$ cat src/rtl/cau_pkg.sv
// shared types, constants and saturation helper for the complex arithmetic unit
`default_nettype none

package cau_pkg;

    localparam int WORD_BITS  = 32;
    localparam int FRAC_BITS  = 16;
    localparam int PROD_W     = 2 * WORD_BITS;
    localparam int SUM_W      = PROD_W + 2;
    localparam int NUM_W      = PROD_W + FRAC_BITS;
    localparam int REM_W      = PROD_W + WORD_BITS;
    localparam int ROOT_W     = WORD_BITS;
    localparam int SQR_W      = PROD_W + 2;
    localparam int FIFO_DEPTH = 2;
    localparam int PTR_W      = $clog2(FIFO_DEPTH);
    localparam int RES_LATENCY = WORD_BITS + 6;

    localparam logic [2:0] OP_ADD   = 3'd0;
    localparam logic [2:0] OP_SUB   = 3'd1;
    localparam logic [2:0] OP_MUL   = 3'd2;
    localparam logic [2:0] OP_DIV   = 3'd3;
    localparam logic [2:0] OP_CONJ  = 3'd4;
    localparam logic [2:0] OP_MOD   = 3'd5;
    localparam logic [2:0] OP_EQ    = 3'd6;
    localparam logic [2:0] OP_MODEQ = 3'd7;

    localparam logic [1:0] ST_OK   = 2'd0;
    localparam logic [1:0] ST_DIV0 = 2'd1;
    localparam logic [1:0] ST_SAT  = 2'd2;

    typedef logic signed [WORD_BITS-1:0] t_word;
    typedef logic signed [PROD_W-1:0]    t_prod;
    typedef logic signed [SUM_W-1:0]     t_sum;

    localparam t_word WORD_MAX = {1'b0, {(WORD_BITS-1){1'b1}}};
    localparam t_word WORD_MIN = {1'b1, {(WORD_BITS-1){1'b0}}};

    typedef struct packed {
        logic [2:0] func;
        t_word      a_re;
        t_word      a_im;
        t_word      b_re;
        t_word      b_im;
        t_prod      prod_rr;
        t_prod      prod_ii;
        t_prod      prod_ri;
        t_prod      prod_ir;
        t_prod      prod_bbr;
        t_prod      prod_bbi;
    } t_item;

    typedef struct packed {
        t_word      re;
        t_word      im;
        logic       eq;
        logic [1:0] st;
    } t_res;

    typedef struct packed {
        logic  sat;
        t_word val;
    } t_sat;

    function automatic t_sat sat_word(input t_sum v);
        t_sat                     s;
        logic [SUM_W-WORD_BITS:0] top;
        top = v[SUM_W-1:WORD_BITS-1];
        if (top == '0 || top == '1) begin
            s.sat = 1'b0;
            s.val = v[WORD_BITS-1:0];
        end else begin
            s.sat = 1'b1;
            s.val = v[SUM_W-1] ? WORD_MIN : WORD_MAX;
        end
        return s;
    endfunction

endpackage

`default_nettype wire

$ cat src/rtl/cau_fifo.sv
// short queue between the front end and the execution pipeline
`default_nettype none

module cau_fifo import cau_pkg::*; (
    input  wire logic  i_clk,
    input  wire logic  i_rst_n,
    input  wire logic  i_push,
    input  wire t_item i_data,
    input  wire logic  i_pop,
    output logic       o_full,
    output logic       o_empty,
    output t_item      o_data
);

    t_item            r_mem [0:FIFO_DEPTH-1];
    logic [PTR_W-1:0] r_wr_ptr;
    logic [PTR_W-1:0] r_rd_ptr;
    logic [PTR_W:0]   r_count;

    always_ff @(posedge i_clk) begin
        if (!i_rst_n) begin
            r_wr_ptr <= '0;
            r_rd_ptr <= '0;
            r_count  <= '0;
        end else begin
            if (i_push) begin
                r_wr_ptr <= r_wr_ptr + PTR_W'(1);
            end
            if (i_pop) begin
                r_rd_ptr <= r_rd_ptr + PTR_W'(1);
            end
            r_count <= r_count + (PTR_W+1)'(i_push) - (PTR_W+1)'(i_pop);
        end
    end

    always_ff @(posedge i_clk) begin
        if (i_push) begin
            r_mem[r_wr_ptr] <= i_data;
        end
    end

    assign o_full  = (r_count == (PTR_W+1)'(FIFO_DEPTH));
    assign o_empty = (r_count == '0);
    assign o_data  = r_mem[r_rd_ptr];

endmodule

`default_nettype wire

$ cat config.mk
export PLATFORM = sky130hd
export DESIGN_NAME = cau_fifo
export DESIGN_NICKNAME = d
export VERILOG_FILES = /design/src/rtl/cau_pkg.sv /design/src/rtl/cau_fifo.sv
export SDC_FILE = /design/constraint.sdc
export NUM_CORES = 1
export LEC_CHECK = 0
export BUFFER_PORTS_ARGS = -buffer_cell sky130_fd_sc_hd__buf_4
export CAP_MARGIN = 20
export CORE_AREA = 2 2 398 400
export DETAILED_ROUTE_END_ITERATION = 10
export DIE_AREA = 0 0 400 402
export GPL_ROUTABILITY_DRIVEN = 0
export PLACE_DENSITY = 0.51
export SYNTH_ARGS = -nofsm -noshare
export SYNTH_HDL_FRONTEND = slang
export SYNTH_SLANG_ARGS = --single-unit
export TNS_END_PERCENT = 30
$ cat constraint.sdc
create_clock -name i_clk -period 28.1 [get_ports i_clk]
set_input_delay 2.81 -clock i_clk [delete_from_list [all_inputs] [get_ports i_clk]]
set_output_delay 2.81 -clock i_clk [all_outputs]
set_load 0.05 [all_outputs]
==> summary.md, run 1 <==
| Metric | Value |
|---|---|
| Synth Area in Compound Gates | 0.0193% |
| Largest net degree at the start of global routing | 155 |
| Max_cap viols | 0 |
| Top cells by area, synth | edfxtp_1, mux2_4, mux2_2 |
| Syn. warnings | 0 |
| Worst Setup End Kind | output pin |
| Die Ht | 402 um |
| Max_slew headroom | 29.4% |
| DP Area | 0.0488 sq mm |
| Slew at the pin with the worst max-slew slack | 1.06 ns |
| Full die area | 0.161 sq mm |
| Adder-Cell Fraction of Synth Area | 0.0645% |
| Post-DP HPWL | 81300 um |
| Area added between synthesis and finish | 34.8% |
| Fraction of the cycle the final worst path needs | 33.6% |
| Clk_lat worst skew | 0.70 ns |
| Share of cells above drive strength 1 | 61.0% |
| Setup repair bufs after CTS | 0 |
| Yosys top cell by area | edfxtp_1 |
| Worst VDD drop | 0.0513 mV |
| Endpoints failing setup | 0 |
| Clock skew | 0.0348 ns |
| Initial antenna violation count | 28 |
| Min Tclk post-route | 9.44 ns |
| CTS tree | done |
| Yosys reg bits | 1035 |
| Global-route wire length before repair | 149000 um |
| Hold/Removal Path Class | reg -> reg |
| Status | complete, no violations |
| Number of hold buffers added after cts | 0 |
| ANT nets after route | 0 |
| CTS Buf Count | 109 |
| Critical Path Start Type | flip-flop |
| Synth unique cells | 15 |
| Final instance area | 0.0523 sq mm |
| Path type of the worst setup path | reg -> out |
| Residual DRC count | 0 |
| Syn Nets | 2144 |
| Root Buffer | clkbuf_16 |
| Total gr overflow | 0 |
| Worst-path clk slew | 0.06 ns |
| Drt pass-1 iters | 5 |
| CP max FO | 61 |
| I/O Buffers | 1035 |
| Die X | 400 um |
| Cells after DPL | 4698 |
| Seq/Total Area, Yosys | 80.0% |
| Arr. time, crit path | 6.63 ns |
| Hold Vio Cnt, Final | 0 |
| Vias in the first global route | 19700 |
| Clock buffer depth | 3 |
| Synth Cell Area | 0.0388 sq mm |
| XOR/XNOR Fraction of Synth Area | 0.0806% |
| Worst Path Required | 25.29 ns |
| Syn Inst Count | 1623 |
| Final core occ | 33.3% |
| Min Hold Slack | 0.573 ns |
| Routed WL per cell | 22.6 um |
| CTS resizes | 0 |
| All-Layer GR Usage | 13.1% |
| Post-synthesis simple-gate area fraction | 0.139% |
| Final std cells w/o fill | 4903 |
| Mux cell area share after synthesis | 18.3% |
| Core Rows | 146 |
| Commonest non-fill, non-tap cell in the layout | buf_4 |
| Num Clock Sinks | 1035 |
| Nets | 3258 |
| TNS Setup | 0 ns |
| H-tree levels | 3 |
| Unrepaired setup endpoints after global routing | false |
| Total vias in the final route | 19400 |
| Routed WL | 111000 um |
| Leakage | 19.8 nW |
| Initial core utilization | 24.7% |
| F_max | 0.106 GHz |
| Syn_area_per_cell | 23.9 sq um |
| Core Box Area | 0.157 sq mm |
| Vias per cell | 3.96 |
| Main combinational cell family by area after synthesis | multiplexers |
| Final Max Tran Viols | 0 |
| Power Dens Cells | 74.7 mW/mm^2 |
| Initial detailed-routing violation count | 1029 |
| Most frequent cells in the layout | buf_4, edfxtp_1, mux2_4 |
| Ports | 1036 |
| Post-synth top area share | 79.7% |
path summary, 6_finish.rpt:
kind | from | endpoint | slack (ns) | cells after the start
max reg2reg | r_wr_ptr | r_mem[0][334] | 23.01 | 6
max | flip-flop | o_data[278] | 18.66 | 7
min | r_rd_ptr | flip-flop | 0.57 | 2
min reg2reg | r_rd_ptr | flip-flop | 0.57 | 2
flip-flops by register name, indices dropped and copies added, names as in the netlist, named ones only:
name      cells
r_count       2
r_wr_ptr      1
r_rd_ptr      1
r_mem      1030
worst max-delay path, stage by stage (launching register included):
cell and delay (ns):
dfxtp_4 0.86, buf_4 0.83, buf_4 0.86, buf_4 0.78, buf_4 0.85, buf_4 0.88
mux2_4 0.36, buf_4 0.19
final cells by class:
class	count	area, sq um
repair buffers	1060	7970
multi-input cells	529	7240
fillers	15100	105000
clock buffers	136	2850
flip-flops and latches	1035	31000
diodes	12	30.0
inverters	2	7.51
clock inverters	57	579
well taps	2072	2590
cells in the mapped netlist:
master / n
nor2_1: 1
buf_4: 1
mux2_2: 165
edfxtp_1: 1030
buf_2: 17
dfxtp_1: 5
nor2b_1: 4
and2_1: 4
xnor3_1: 1
inv_1: 2
ha_1: 2
xor2_1: 1
buf_6: 39
o21a_1: 1
mux2_4: 350
metrics by stage:
stage | power, mW | worst slack, ns
after floorplan | 2.37 | 1.50
after global placement | 2.56 | 19.29
after detailed placement | 2.57 | 19.24
after CTS | 3.97 | 18.43
after global routing | 4.04 | 18.24
final | 3.91 | 18.66
cell families (layout without fill, tap and decap cells):
family / after synthesis / count (layout)
xor+xnor: 2 / 2
other cells: 0 / 12
simple gates: 9 / 9
fa+ha+maj: 2 / 2
flops: 1035 / 1035
buf+inv: 59 / 1255
compound gates: 1 / 1
mux: 515 / 515
report_power, final:
part           total [mW]  internal [mW]  switching (mW)
sequential           1.81           1.79          0.0216
clock                1.38          0.791           0.592
combinational       0.713          0.256           0.458
total                3.91           2.84            1.07
routing by layer:
metal	global-route usage, %	vias up	wire [um]
li1	-	8734	-
met1	14.3	9768	40600
met2	22.5	709	56100
met3	5.22	175	10200
met4	5.37	32	3640
met5	0	-	220
No activity file was read; power rests on OpenSTA's default activity.
==> run 2, diff against run 1 <==
==> constraint.sdc (replaced) <==
create_clock -name i_clk -period 8.31 [get_ports i_clk]
set_input_delay 0.831 -clock i_clk [delete_from_list [all_inputs] [get_ports i_clk]]
set_output_delay 0.831 -clock i_clk [all_outputs]
set_load 0.05 [all_outputs]
==> summary.md, run 2 (same netlist as run 1, synthesis figures left out) <==
| Metric | Value |
|---|---|
| Number of hold buffers added after cts | 0 (unchanged) |
| Max_cap viols | 0 (unchanged) |
| Slew at the pin with the worst max-slew slack | 1.11 ns (+0.0525 ns) |
| Worst Path Required | 7.48 ns (-17.81 ns) |
| Core Box Area | 0.157 sq mm (unchanged) |
| I/O Buffers | 1035 (unchanged) |
| Min-delay src | i_data[205] |
| Status | complete, no violations |
| Fraction of the cycle the final worst path needs | 51.3% |
| Routed WL | 112000 um (+1.4%) |
| Vias in the first global route | 20200 (+2.5%) |
| Path type of the worst setup path | reg -> out |
| FF-to-FF setup slack | 5.48 ns (-17.53 ns) |
| Commonest non-fill, non-tap cell in the layout | buf_4 |
| Max_slew headroom | 25.9% (-3.5 points) |
| Die Ht | 402 um (unchanged) |
| Arr. time, crit path | 3.43 ns (-3.20 ns) |
| Worst VDD drop | 0.183 mV (+260%) |
| Final Max Tran Viols | 0 (unchanged) |
| Core Rows | 146 (unchanged) |
| Post-DP HPWL | 81200 um (-0.20%) |
| Total gr overflow | 0 (unchanged) |
| Num Clock Sinks | 1035 (unchanged) |
| Residual DRC count | 0 (unchanged) |
| Ports | 1036 (unchanged) |
| Full die area | 0.161 sq mm (unchanged) |
| Global-route wire length before repair | 151000 um (+1.7%) |
| H-tree levels | 3 (unchanged) |
| Largest regs | r_mem (1030), r_count (2) |
| Nets | 3263 (+0.15%) |
| Final core occ | 33.5% (+0.21 points) |
| Critical R2R Launch | r_wr_ptr |
| Hold/Removal Path Class | in -> reg |
| Power Total | 13.4 mW (+240%) |
| Share of cells above drive strength 1 | 61.3% (+0.35 points) |
| Setup repair bufs after CTS | 0 (unchanged) |
| Leakage | 19.9 nW (+0.81%) |
| F_max | 0.234 GHz |
| Root Buffer | clkbuf_16 |
| Die X | 400 um (unchanged) |
| CTS tree | done |
| Worst Setup End Kind | output pin |
| Max reg flops | 1030 (unchanged) |
| Worst-path clk slew | 0.06 ns (about the same) |
| Initial core utilization | 24.7% (unchanged) |
| Largest Register | r_mem |
| All-Layer GR Usage | 13.3% (+0.21 points) |
| Critical Path Start Type | flip-flop |
| Routed WL per cell | 22.8 um (+1.1%) |
| Initial antenna violation count | 33 (+18%) |
| Vias per cell | 4.00 (+1.1%) |
| Hold depth | 1 (-1) |
| Clock skew | 0.0510 ns (+0.0162 ns) |
| Clock buffer depth | 3 (unchanged) |
| Worst R2R Path Depth | 3 (-3) |
| CTS Buf Count | 111 (+1.8%) |
| Crit Reg-Reg Endpoint | r_mem[1][288] |
| CP max FO | 54 (-11%) |
| Endpoints failing setup | 0 (unchanged) |
| Clk_lat worst skew | 0.72 ns (+0.02 ns) |
| Total vias in the final route | 19700 (+1.4%) |
| CTS resizes | 0 (unchanged) |
| Most frequent cells in the layout | buf_4, edfxtp_1, mux2_4 |
| Unrepaired setup endpoints after global routing | false |
| Initial detailed-routing violation count | 996 (-3.2%) |
| Largest net degree at the start of global routing | 143 (-7.7%) |
| Drt pass-1 iters | 4 (-1) |
| ANT nets after route | 0 (unchanged) |
| Hold Path End | r_mem[0][205] |
| Hold Vio Cnt, Final | 0 (unchanged) |
| Min Tclk post-route | 4.27 ns |
| Power Dens Cells | 255 mW/mm^2 (+240%) |
| Area added between synthesis and finish | 35.7% |
## run 2: changes by cell type in the layout (fill, tap and decap cells not counted), sizes merged
cell and change:
buf +3, bufinv +2, clkbuf -1, clkinv +11, clkinvlp +1, diode -1, inv +2
## run 2: report_power, final
part	switching, mW	internal [mW]	leakage [nW]	total [mW]
combinational	1.54	0.875	8.46	2.41
clock	2.07	2.82	1.77	4.89
sequential	0.0768	6.05	9.71	6.12
## run 2: worst max path at each step
stage,to,cells past startpoint,startpoint
4_1_cts,o_data[76],4,flip-flop
2_1_floorplan,r_mem[0][0],1,i_push
3_5_place_dp,o_data[76],4,flip-flop
6_report,o_data[76],4,flip-flop
3_3_place_gp,o_data[7],4,flip-flop
5_1_grt,o_data[98],4,flip-flop
## run 2: cell type report
type                            instances  area, sq um
Fill cell                           15200       104000
Sequential cell                      1035        31000
Timing Repair Buffer                 1063         8110
Multi-Input combinational cell        529         7240
Clock buffer                          135         2920
Tap cell                             2072         2590
Clock inverter                         73          707
Antenna cell                           11         27.5
Inverter                                2         7.51
## run 2: layer usage
layer	GRT usage (%)	wire length, um	up-vias
met1	14.4	41200	9988
li1	-	-	8763
met3	5.10	9870	185
met4	4.99	3420	34
met5	0	242	-
met2	23.4	57500	721
## run 2: worst max-delay path: stages (launching register included)
cell,delay [ns]
dfxtp_4,0.91
buf_12,0.33
buf_4,0.76
mux2_2,0.43
buf_4,0.19
## run 2: metrics by stage
| step | hold slack, ns | cells | setup WS [ns] | setup TNS (ns) | area, sq um |
|---|---|---|---|---|---|
| 2_1_floorplan | 0.555 | 1623 | -0.654 | -337.29 | 38800 |
| 6_report | 0.287 | 4920 | 4.04 | 0 | 52600 |
| 3_3_place_gp | 0.557 | 4701 | 4.70 | 0 | 49000 |
| 4_1_cts | 0.177 | 4909 | 3.85 | 0 | 52600 |
| 5_1_grt | 0.216 | 4917 | 3.79 | 0 | 52600 |
| 3_5_place_dp | 0.560 | 4701 | 4.68 | 0 | 49000 |
